===== config.mk =====
export PLATFORM = sky130hd
export DESIGN_NAME = line_edit_buffer
export DESIGN_NICKNAME = d
export VERILOG_FILES = /design/src/rtl/core/leb_pkg.sv /design/src/rtl/core/line_edit_buffer.sv /design/src/rtl/core/leb_cell.sv
export SDC_FILE = /design/constraint.sdc
export NUM_CORES = 1
export LEC_CHECK = 0
export ABC_AREA = 1
export BUFFER_PORTS_ARGS = -buffer_cell sky130_fd_sc_hd__buf_2
export CELL_PAD_IN_SITES_DETAIL_PLACEMENT = 0
export CELL_PAD_IN_SITES_GLOBAL_PLACEMENT = 1
export CORE_MARGIN = 5
export CORE_UTILIZATION = 40
export CTS_BUF_LIST = sky130_fd_sc_hd__clkbuf_4
export DETAILED_ROUTE_END_ITERATION = 10
export HOLD_SLACK_MARGIN = 0.15
export PLACE_DENSITY = 0.78
export SLEW_MARGIN = 25
export SYNTH_ARGS = -nofsm -noshare
export SYNTH_HDL_FRONTEND = slang
export SYNTH_SLANG_ARGS = --single-unit

===== constraint.sdc =====
create_clock -name clk -period 2.7 [get_ports clk]
set_input_delay 0.405 -clock clk [delete_from_list [all_inputs] [get_ports clk]]
set_output_delay 0.405 -clock clk [all_outputs]
set_load 0.1 [all_outputs]

===== src/rtl/core/leb_pkg.sv =====
package leb_pkg;

  localparam int LINE_DEPTH = 64;
  localparam int BYTE_W     = 8;
  localparam int LEN_W      = $clog2(LINE_DEPTH + 1);

  localparam logic [BYTE_W-1:0] KEY_HOME  = 8'h5B;
  localparam logic [BYTE_W-1:0] KEY_END   = 8'h5D;
  localparam logic [BYTE_W-1:0] KEY_LEFT  = 8'h7B;
  localparam logic [BYTE_W-1:0] KEY_RIGHT = 8'h7D;
  localparam logic [BYTE_W-1:0] KEY_MODE  = 8'h2D;
  localparam logic [BYTE_W-1:0] KEY_DEL   = 8'h3D;
  localparam logic [BYTE_W-1:0] KEY_NL    = 8'h0A;

  typedef enum logic [1:0] {
    CELL_HOLD,
    CELL_LOAD,
    CELL_FROM_LEFT,
    CELL_FROM_RIGHT
  } cell_op_t;

endpackage


===== src/rtl/core/line_edit_buffer.sv =====
// edit keys and text bytes are accepted while idle, key_ready stays high between lines
// an accepted newline then emits one beat per cycle from the head
// cell while text_ready is high: line_length beats, or one beat for an empty line
// keys are held off until the last beat of the line is in the output register
// rst (synchronous) clears length, cursor, mode, dropped flag and the output valid;
// the character cells are not reset
module line_edit_buffer (
  input  logic                         clk,
  input  logic                         rst,
  input  logic                         key_valid,
  output logic                         key_ready,
  input  logic [leb_pkg::BYTE_W-1:0]   key_byte,
  output logic                         text_valid,
  input  logic                         text_ready,
  output logic [leb_pkg::BYTE_W-1:0]   text_byte,
  output logic                         last,
  output logic                         empty_line,
  output logic                         dropped
);

  typedef enum logic [1:0] {
    ST_IDLE = 2'b01,
    ST_EMIT = 2'b10
  } state_t;

  localparam logic [leb_pkg::LEN_W-1:0] DEPTH_LEN = leb_pkg::LEN_W'(leb_pkg::LINE_DEPTH);
  localparam logic [leb_pkg::LEN_W-1:0] ONE_LEN   = leb_pkg::LEN_W'(1);

  state_t                        state;
  logic [leb_pkg::LEN_W-1:0]     line_length;
  logic [leb_pkg::LEN_W-1:0]     cursor_pos;
  logic                          overwrite_mode;
  logic                          overflow_seen;
  logic [leb_pkg::LEN_W-1:0]     remain;
  logic                          line_dropped;

  logic [leb_pkg::BYTE_W-1:0]    cell_data [leb_pkg::LINE_DEPTH];
  leb_pkg::cell_op_t             cell_op   [leb_pkg::LINE_DEPTH];

  logic key_fire, is_text, ow_hit;
  logic do_insert, do_overwrite, do_drop, do_delete;
  logic out_free, emit_step, emit_shift;

  assign key_ready = (state == ST_IDLE);
  assign key_fire  = key_valid && key_ready;

  assign is_text = (key_byte != leb_pkg::KEY_HOME)  && (key_byte != leb_pkg::KEY_END)  &&
                   (key_byte != leb_pkg::KEY_LEFT)  && (key_byte != leb_pkg::KEY_RIGHT) &&
                   (key_byte != leb_pkg::KEY_MODE)  && (key_byte != leb_pkg::KEY_DEL)  &&
                   (key_byte != leb_pkg::KEY_NL);
  assign ow_hit  = overwrite_mode && (cursor_pos < line_length);

  assign do_overwrite = key_fire && is_text && ow_hit;
  assign do_insert    = key_fire && is_text && !ow_hit && (line_length < DEPTH_LEN);
  assign do_drop      = key_fire && is_text && !ow_hit && (line_length >= DEPTH_LEN);
  assign do_delete    = key_fire && (key_byte == leb_pkg::KEY_DEL) && (cursor_pos != '0);

  assign out_free   = !text_valid || text_ready;
  assign emit_step  = (state == ST_EMIT) && out_free;
  assign emit_shift = emit_step && (remain != '0);

  for (genvar i = 0; i < leb_pkg::LINE_DEPTH; i++) begin : g_cell
    localparam logic [leb_pkg::LEN_W-1:0] IDX  = leb_pkg::LEN_W'(i);
    localparam logic [leb_pkg::LEN_W-1:0] IDX1 = leb_pkg::LEN_W'(i + 1);
    logic [leb_pkg::BYTE_W-1:0] left_in, right_in;

    if (i == 0) begin : g_head
      assign left_in = '0;
    end else begin : g_mid_l
      assign left_in = cell_data[i-1];
    end
    if (i == leb_pkg::LINE_DEPTH - 1) begin : g_tail
      assign right_in = '0;
    end else begin : g_mid_r
      assign right_in = cell_data[i+1];
    end

    always_comb begin
      cell_op[i] = leb_pkg::CELL_HOLD;
      if (emit_shift) begin
        // emission drains the row toward the head cell
        cell_op[i] = leb_pkg::CELL_FROM_RIGHT;
      end else if (do_insert) begin
        if (IDX > cursor_pos) begin
          cell_op[i] = leb_pkg::CELL_FROM_LEFT;
        end else if (IDX == cursor_pos) begin
          cell_op[i] = leb_pkg::CELL_LOAD;
        end
      end else if (do_overwrite) begin
        if (IDX == cursor_pos) begin
          cell_op[i] = leb_pkg::CELL_LOAD;
        end
      end else if (do_delete) begin
        // cells from cursor-1 upward close the gap
        if (IDX1 >= cursor_pos) begin
          cell_op[i] = leb_pkg::CELL_FROM_RIGHT;
        end
      end
    end

    leb_cell u_cell (
      .clk        (clk),
      .op         (cell_op[i]),
      .load_byte  (key_byte),
      .left_byte  (left_in),
      .right_byte (right_in),
      .data       (cell_data[i])
    );
  end

  always_ff @(posedge clk) begin
    if (rst) begin
      state          <= ST_IDLE;
      line_length    <= '0;
      cursor_pos     <= '0;
      overwrite_mode <= 1'b0;
      overflow_seen  <= 1'b0;
      remain         <= '0;
      line_dropped   <= 1'b0;
      text_valid     <= 1'b0;
    end else begin
      case (state)
        ST_IDLE: begin
          if (key_fire) begin
            case (key_byte)
              leb_pkg::KEY_HOME:  cursor_pos <= '0;
              leb_pkg::KEY_END:   cursor_pos <= line_length;
              leb_pkg::KEY_LEFT: begin
                if (cursor_pos != '0) cursor_pos <= cursor_pos - ONE_LEN;
              end
              leb_pkg::KEY_RIGHT: begin
                if (cursor_pos < line_length) cursor_pos <= cursor_pos + ONE_LEN;
              end
              leb_pkg::KEY_MODE:  overwrite_mode <= !overwrite_mode;
              leb_pkg::KEY_DEL: begin
                if (do_delete) begin
                  cursor_pos  <= cursor_pos - ONE_LEN;
                  line_length <= line_length - ONE_LEN;
                end
              end
              leb_pkg::KEY_NL: begin
                remain         <= line_length;
                line_dropped   <= overflow_seen;
                line_length    <= '0;
                cursor_pos     <= '0;
                overwrite_mode <= 1'b0;
                overflow_seen  <= 1'b0;
                state          <= ST_EMIT;
              end
              default: begin
                if (do_overwrite) begin
                  cursor_pos <= cursor_pos + ONE_LEN;
                end else if (do_insert) begin
                  cursor_pos  <= cursor_pos + ONE_LEN;
                  line_length <= line_length + ONE_LEN;
                end else if (do_drop) begin
                  overflow_seen <= 1'b1;
                end
              end
            endcase
          end
        end
        ST_EMIT: begin
          if (emit_step) begin
            if (remain <= ONE_LEN) state <= ST_IDLE;
            if (remain != '0) remain <= remain - ONE_LEN;
          end
        end
        default: state <= ST_IDLE;
      endcase

      if (emit_step) begin
        text_valid <= 1'b1;
      end else if (text_ready) begin
        text_valid <= 1'b0;
      end
    end
  end

  // output payload, loaded once per beat
  always_ff @(posedge clk) begin
    if (emit_step) begin
      dropped <= line_dropped;
      if (remain == '0) begin
        text_byte  <= '0;
        last       <= 1'b1;
        empty_line <= 1'b1;
      end else begin
        text_byte  <= cell_data[0];
        last       <= (remain == ONE_LEN);
        empty_line <= 1'b0;
      end
    end
  end

endmodule


===== src/rtl/core/leb_cell.sv =====
module leb_cell (
  input  logic                         clk,
  input  leb_pkg::cell_op_t            op,
  input  logic [leb_pkg::BYTE_W-1:0]   load_byte,
  input  logic [leb_pkg::BYTE_W-1:0]   left_byte,
  input  logic [leb_pkg::BYTE_W-1:0]   right_byte,
  output logic [leb_pkg::BYTE_W-1:0]   data
);

  always_ff @(posedge clk) begin
    case (op)
      leb_pkg::CELL_HOLD:       data <= data;
      leb_pkg::CELL_LOAD:       data <= load_byte;
      leb_pkg::CELL_FROM_LEFT:  data <= left_byte;
      leb_pkg::CELL_FROM_RIGHT: data <= right_byte;
      default:                  data <= data;
    endcase
  end

endmodule


# Word level (Yosys, flattened, before mapping)
# Cells that the tools add are included.
[totals] in_bits=12 register_bits=550
[classes] eq_ne=283 reduce_logical=105 n_bitwise=3 muxes=540 n_lt_le_gt_ge=132 add_sub_neg=5
[op_table] op="case mux 8 bit (3 select lines)" count=64
[op_table] op="2-to-1 mux 2 bit" count=388
[op_table] op="== test 2 bit, second input constant" count=129
[op_table] op="== test 6 x 7 -> 1 bit, first input constant" count=32
[op_table] op="greater-or-equal comparator 6 x 7 -> 1 bit, first input constant" count=32
[op_table] op="> comparator 6 x 7 -> 1 bit, first input constant" count=32
[op_table] op="== test 2 x 1 -> 1 bit, second input constant" count=65
[op_table] op="logical NOT 2 bit" count=64
[op_table] op="== test 5 x 7 -> 1 bit, first input constant" count=16
[op_table] op="greater-or-equal comparator 5 x 7 -> 1 bit, first input constant" count=16
[op_table] op="> comparator 5 x 7 -> 1 bit, first input constant" count=16
[op_table] op="2-to-1 mux 7 bit" count=12
[op_table] op="2-to-1 mux 1 bit" count=70
[op_table] op="== test 4 x 7 -> 1 bit, first input constant" count=8
[op_table] op="greater-or-equal comparator 4 x 7 -> 1 bit, first input constant" count=8
[op_table] op="> comparator 4 x 7 -> 1 bit, first input constant" count=8
[op_table] op="case mux 7 bit (6 select lines)" count=1
[op_table] op="== test 8 x 7 -> 1 bit, second input constant" count=4
[op_table] op="inequality test 8 x 7 -> 1 bit, second input constant" count=4
[op_table] op="== test 3 x 7 -> 1 bit, first input constant" count=4
[op_table] op="greater-or-equal comparator 3 x 7 -> 1 bit, first input constant" count=4
[op_table] op="> comparator 3 x 7 -> 1 bit, first input constant" count=4
[op_table] op="case mux 7 bit (3 select lines)" count=1
[op_table] op="nonzero test 7 bit" count=3
[op_table] op="39 further kinds" count=83

# Depth between registers and ports, before layout
[logic_depth] depth_word=14 mapped_depth=15 ltp_nobuf=15

# Hierarchy
# A second synthesis with hierarchy kept.
[unflattened] cells_unflattened=3893 area_unflattened_um2=34189.0
[by_module_without_submodules] module="leb_cell" area_each_um2=449.2 n_inst=64 cells_per_inst=46
[by_module_without_submodules] module="line_edit_buffer" area_each_um2=5441.5 n_inst=1 cells_per_inst=949

# Least setup slack after synthesis
# OpenSTA, ideal clock, no wires.
[synth_timing] path_type="reg2reg" from="register state[1]" to="register g_cell[2].u_cell.data[0] (netlist bit), enable pin" required_ns=2.363 slack_ns=-0.205 arrival_time_ns=2.568 path_buffers=2 setup_ns=0.337 path_stages_with_launch=14 path_cell_list="dfxtp_1 inv_1 nand2_1 inv_1 nand2_1 inv_1 nand2_1 nor2_1 o21ai_2 inv_2 buf_2 buf_2 nand2_1 nand3_1"
[synth_between] elab_chain_cells=9 elab_cells_between_ends=16
[synth_lines] item="start, declared" line_no="line_edit_buffer.sv:29" rtl="state_t state;"
[synth_lines] item="start signal, assigned" line_no="line_edit_buffer.sv:113" rtl="state <= ST_IDLE;"
[synth_lines] item="start signal, assigned" line_no="line_edit_buffer.sv:148" rtl="state <= ST_EMIT;"
[synth_lines] item="start signal, assigned" line_no="line_edit_buffer.sv:165" rtl="if (remain <= ONE_LEN) state <= ST_IDLE;"
[synth_lines] item="== test 2 x 1 -> 1 bit (*)" line_no="line_edit_buffer.sv:44" rtl="assign key_ready = (state == ST_IDLE);"
[synth_lines] item="named net key_ready" line_no="line_edit_buffer.sv:11" rtl="output logic key_ready,"
[synth_lines] item="logical AND 1 bit (*)" line_no="line_edit_buffer.sv:45" rtl="assign key_fire = key_valid && key_ready;"
[synth_lines] item="logical AND 1 bit (2 in series)" line_no="line_edit_buffer.sv:56" rtl="assign do_delete = key_fire && (key_byte == leb_pkg::KEY_DEL) && (cursor_pos != '0);"
[synth_lines] item="2-to-1 mux 2 bit" line_no="line_edit_buffer.sv:93" rtl="end else if (do_delete) begin"
[synth_lines] item="2-to-1 mux 2 bit" line_no="line_edit_buffer.sv:89" rtl="end else if (do_overwrite) begin"
[synth_lines] item="2-to-1 mux 2 bit (*)" line_no="line_edit_buffer.sv:83" rtl="end else if (do_insert) begin"
[synth_lines] item="2-to-1 mux 2 bit (*)" line_no="line_edit_buffer.sv:80" rtl="if (emit_shift) begin"
[synth_lines] item="logical NOT 2 bit (*)" line_no="leb_cell.sv:11" rtl="case (op)"
[synth_lines] item="end signal, assigned" line_no="leb_cell.sv:12" rtl="leb_pkg::CELL_HOLD: data <= data;"
[synth_lines] item="end signal, assigned" line_no="leb_cell.sv:13" rtl="leb_pkg::CELL_LOAD: data <= load_byte;"
[synth_lines] item="end signal, assigned" line_no="leb_cell.sv:14" rtl="leb_pkg::CELL_FROM_LEFT: data <= left_byte;"
[synth_lines] item="end, declared" line_no="leb_cell.sv:7" rtl="output logic [leb_pkg::BYTE_W-1:0] data"
# Mark *: on every way through the listed nets, which the timed path passes. The rest lies on a longest branch.
# A chain may end at the register's enable or synchronous reset.

# Final worst setup path
[layout_timing] from="input key_byte[5] (netlist bit)" to="register cursor_pos[0] (netlist bit)"
[layout_between] elab_chain_cells=12 elab_cells_between_ends=35
[layout_lines] item="start, declared" line_no="line_edit_buffer.sv:12" rtl="input logic [leb_pkg::BYTE_W-1:0] key_byte,"
[layout_lines] item="inequality test 8 x 7 -> 1 bit" line_no="line_edit_buffer.sv:47" rtl="assign is_text = (key_byte != leb_pkg::KEY_HOME) && (key_byte != leb_pkg::KEY_END) &&"
[layout_lines] item="logical AND 1 bit (2 in series)" line_no="line_edit_buffer.sv:47"
[layout_lines] item="logical AND 1 bit (2 in series)" line_no="line_edit_buffer.sv:48" rtl="(key_byte != leb_pkg::KEY_LEFT) && (key_byte != leb_pkg::KEY_RIGHT) &&"
[layout_lines] item="logical AND 1 bit (2 in series)" line_no="line_edit_buffer.sv:49" rtl="(key_byte != leb_pkg::KEY_MODE) && (key_byte != leb_pkg::KEY_DEL) &&"
[layout_lines] item="logical AND 1 bit" line_no="line_edit_buffer.sv:53, line_edit_buffer.sv:54"
[layout_lines] item="logical AND 1 bit (2 in series)" line_no="line_edit_buffer.sv:54" rtl="assign do_insert = key_fire && is_text && !ow_hit && (line_length < DEPTH_LEN);"
[layout_lines] item="nonzero test 7 bit (no source line)"
[layout_lines] item="AND reduction 7 bit (no source line)"
[layout_lines] item="end signal, assigned" line_no="line_edit_buffer.sv:127" rtl="leb_pkg::KEY_END: cursor_pos <= line_length;"
[layout_lines] item="end signal, assigned" line_no="line_edit_buffer.sv:129" rtl="if (cursor_pos != '0) cursor_pos <= cursor_pos - ONE_LEN;"
[layout_lines] item="end signal, assigned" line_no="line_edit_buffer.sv:132" rtl="if (cursor_pos < line_length) cursor_pos <= cursor_pos + ONE_LEN;"
[layout_lines] item="end, declared" line_no="line_edit_buffer.sv:31" rtl="logic [leb_pkg::LEN_W-1:0] cursor_pos;"
# Parallel ways exist; a longest one is shown, timed or not.

==> summary.md <==
| Metric | Value |
|---|---|
| Post-DR vias/cell | around 5.3 |
| Crit path largest cell delay | 0.58 ns |
| Global-route wire length before repair | between 150000 and 200000 um |
| Layout area overhead | 18.90% |
| Crit-path slowest cell | dlygate4sd3_1 |
| Setup crit start kind | input port |
| Syn_nets | between 3000 and 4000 |
| XOR/XNOR Fraction of Synth Area | 0.1144% |
| Clk_skew | between 0.05 and 0.06 ns |
| Fmax | about 0.38 GHz |
| Synth Area in Compound Gates | roughly 4.3% |
| Final setup margin | 0.08437 ns |
| Io pins | 25 |
| Post-DP HPWL | 69930 um |
| CTS tree | built |
| Placed Cells | 4945 |
| Crit Path Class | input port to flop |
| WHS Endpoint | overflow_seen |
| Final hold slack | 0.2555 ns |
| Non-Filler Instances | 5246 |
| Power per cell area | 813.9 nW/um^2 |
| PortBufs | 24 |
| Leakage Power | approximately 15 nW |
| Fin crit share | 96.88% |
| Most frequent cells in the layout | nand2_1 (1422), nand3_1 (822), edfxtp_1 (523) |
| DRT Pass-1 Iters | 5 |
| Max Slew Vio Count | 0 |
| Final RePlAce weighted congestion | 0.9500 |
| CTS buffer count | 154 |
| Yosys reg bits | 550 |
| Die W | 286.7 um |
| Worst slack at placement | -0.04052 ns |
| Vias | 27740 |
| Clock latency on the worst-skew pair | 1.01 ns |
| Hold crit path type | input port to flop |
| Max FO, Critical Path | 8 |
| DRC errors left | 0 |
| Largest family of logic cells by synthesized area | simple AND/OR/NAND/NOR gates |
| Slew @ Worst Pin | just over 1 ns |
| Aggregate global routing overflow | 0 |
| Die area | 82170 sq um |
| Yosys cell types | 46 |
| Post-synthesis simple-gate area fraction | 37.68% |
| Root Buffer | clkbuf_4 |
| CTS H-tree depth | 4 |
| Largest net degree at the start of global routing | between 60 and 70 |
| Hold path start | key_byte[6] |
| Yosys warning total | 0 |
| Num Clock Sinks | 550 |
| Synthesized area per cell | 8.266 sq um |
| Vias in the first global route | about 28000 |
| Most common cell after layout, fill and taps aside | nand2_1 |
| Post-synthesis mux area share | 0% |
| Initial Util | 40.31% |
| Critical Path End Type | flop |
| Reg2reg setup slack | between 0.15 and 0.2 ns |
| Final setup violation count | 0 |
| Peak VDD IR | 411.5 uV |
| Hold path cells | 8 |
| Max clock buf depth | 3 |
| Endpoints failing hold | 0 |
| Status | completed |
| Die height | between 200 and 300 um |
| R2R Path End | g_cell[50].u_cell.data[1] |
| Crit-path cells | dlygate4sd3_1 > buf_4 > nor3_2 > dlygate4sd3_1 > nand3_1 > dlygate4sd3_1 > buf_4 > nand3_1 > nor2_1 > buf_4 > o21ai_0 > o21ai_1 > nor2_1 > nor2_1 |
| CORE AREA | 75950 sq um |
| Mapped cell area | 30620 sq um |
| Total of max-cap violations | 0 |
| Relative slew slack | 32.06% |
| Fraction of registers with async set/reset | 0% |
| Final Critical Period | 2.616 ns |
| Post-synth EDFFs | 523 |
| Post-route ant nets | 0 |
| Clock transition at path regs | approximately 0.070 ns |
| Main synth FF type | edfxtp_1 |
| Final wirelength | 93740 um |
| Register area share after synthesis | around 53% |
| Fraction of the mapped netlist area in adder cells | less than 1% |
| Syn Inst Count | 3704 |
| WL per Instance | 17.87 um |
| Layout cells sized above 1 | about 20% |
| RR Startpoint | cursor_pos[0] |
| Iteration-0 DRC Markers | 2371 |
| CP Data Arrival Time | ~3.5 ns |
| Nets@finish | 4132 |
| Reg2Reg Depth | 12 |
| Unrepaired setup endpoints after global routing | no |
| Initial antenna violation count | 2 |
| All-layer global routing usage | between 20% and 30% |
| Row cnt | ~100 |
| Critical Path RT | 3.57 ns |
## cell type report
type                            instances  area (sq um)
Sequential cell                       550         16250
Timing Repair Buffer                  343          2791
Clock buffer                          226          1697
Inverter                              193         749.5
Tap cell                             1030          1289
Antenna cell                            6         15.01
Fill cell                            7522         39550
Multi-Input combinational cell       2859         13370
Clock inverter                         39         239.0
## worst max-delay path by stage
stage | from | end | slack (ns) | cells after the start
floorplan | state[1] | g_cell[1].u_cell.data[0] | 0.05 | 10
global placement | key_byte[2] | g_cell[3].u_cell.data[6] | -0.04 | 14
detailed placement | key_byte[2] | g_cell[3].u_cell.data[6] | -0.04 | 14
CTS | line_length[6] | g_cell[42].u_cell.data[5] | 0.002 | 13
global route | line_length[4] | g_cell[41].u_cell.data[1] | 0.0006 | 13
finish | key_byte[5] | cursor_pos[0] | 0.08 | 14
## stage by stage
step	power (W)	cell area [sq um]	util, %	TNS, ns
floorplan	0.01836	30620	-	0
global placement	0.02146	33860	44.58	-0.3358
detailed placement	0.02166	33860	44.58	-0.5802
CTS	0.02958	36010	47.42	0
global route	0.03149	36400	47.93	0
finish	0.02963	36400	47.93	0
## where the power goes
part | switching, W | internal, W
Sequential | 0.00112 | 0.0123
Clock | 0.00370 | 0.00410
Combinational | 0.00554 | 0.00283
Total | 0.0104 | 0.0193
## worst max-delay path, delay by kind of cell
| family | cells | cell delay, ns |
|---|---|---|
| buffers and inverters | 6 | 2.24 |
| AO/OA/AOI/OAI | 2 | 0.24 |
| AND/OR/NAND/NOR | 6 | 0.60 |
## logic make-up after synthesis
group                      Yosys count
DFF                                550
buffers and inverters              295
xor gates and xnor gates             4
AOI/OAI and AO/OA                  214
and+or+nand+nor                   2622
adders and majority gates           19
## cell usage after synthesis (16+ instances only)
cell type | n | area, sq um
nand2_1 | 1449 | 5439
o21ai_0 | 68 | 340.3
buf_1 | 47 | 176.4
inv_1 | 129 | 484.2
inv_2 | 57 | 214.0
buf_2 | 25 | 125.1
ha_1 | 18 | 225.2
o21ai_2 | 25 | 219.0
edfxtp_1 | 523 | 15710
nand3_1 | 830 | 4154
o21ai_1 | 16 | 80.08
dfxtp_1 | 27 | 540.5
nor2_4 | 37 | 416.7
nand2_2 | 43 | 269.0
a21oi_1 | 73 | 365.4
nor2_2 | 42 | 262.8
nor2_1 | 183 | 686.9
## flip-flops by register name, summed over array words and instances, names as in the netlist
register            flops
cursor_pos              7
line_length             7
overwrite_mode          1
empty_line              1
line_dropped            1
overflow_seen           1
text_valid              1
text_byte               8
remain                  7
g_cell.u_cell.data    512
dropped                 1
last                    1
state                   2
## repair_timing
item,CTS,global route
hold buffers,20,0
resized for setup,9,73
pin swaps,0,10
buffers inserted,0,10
cloned,0,1
endpoints found under the hold margin,207,0
endpoints found under the setup margin,33,703
## metal layers
layer  routed length, um  track usage, %
met1               42090           31.23
met2               43900           37.01
met3                5900           3.558
met4                1851           6.496
met5                   0               0
No activity file was read; power rests on OpenSTA's default activity.
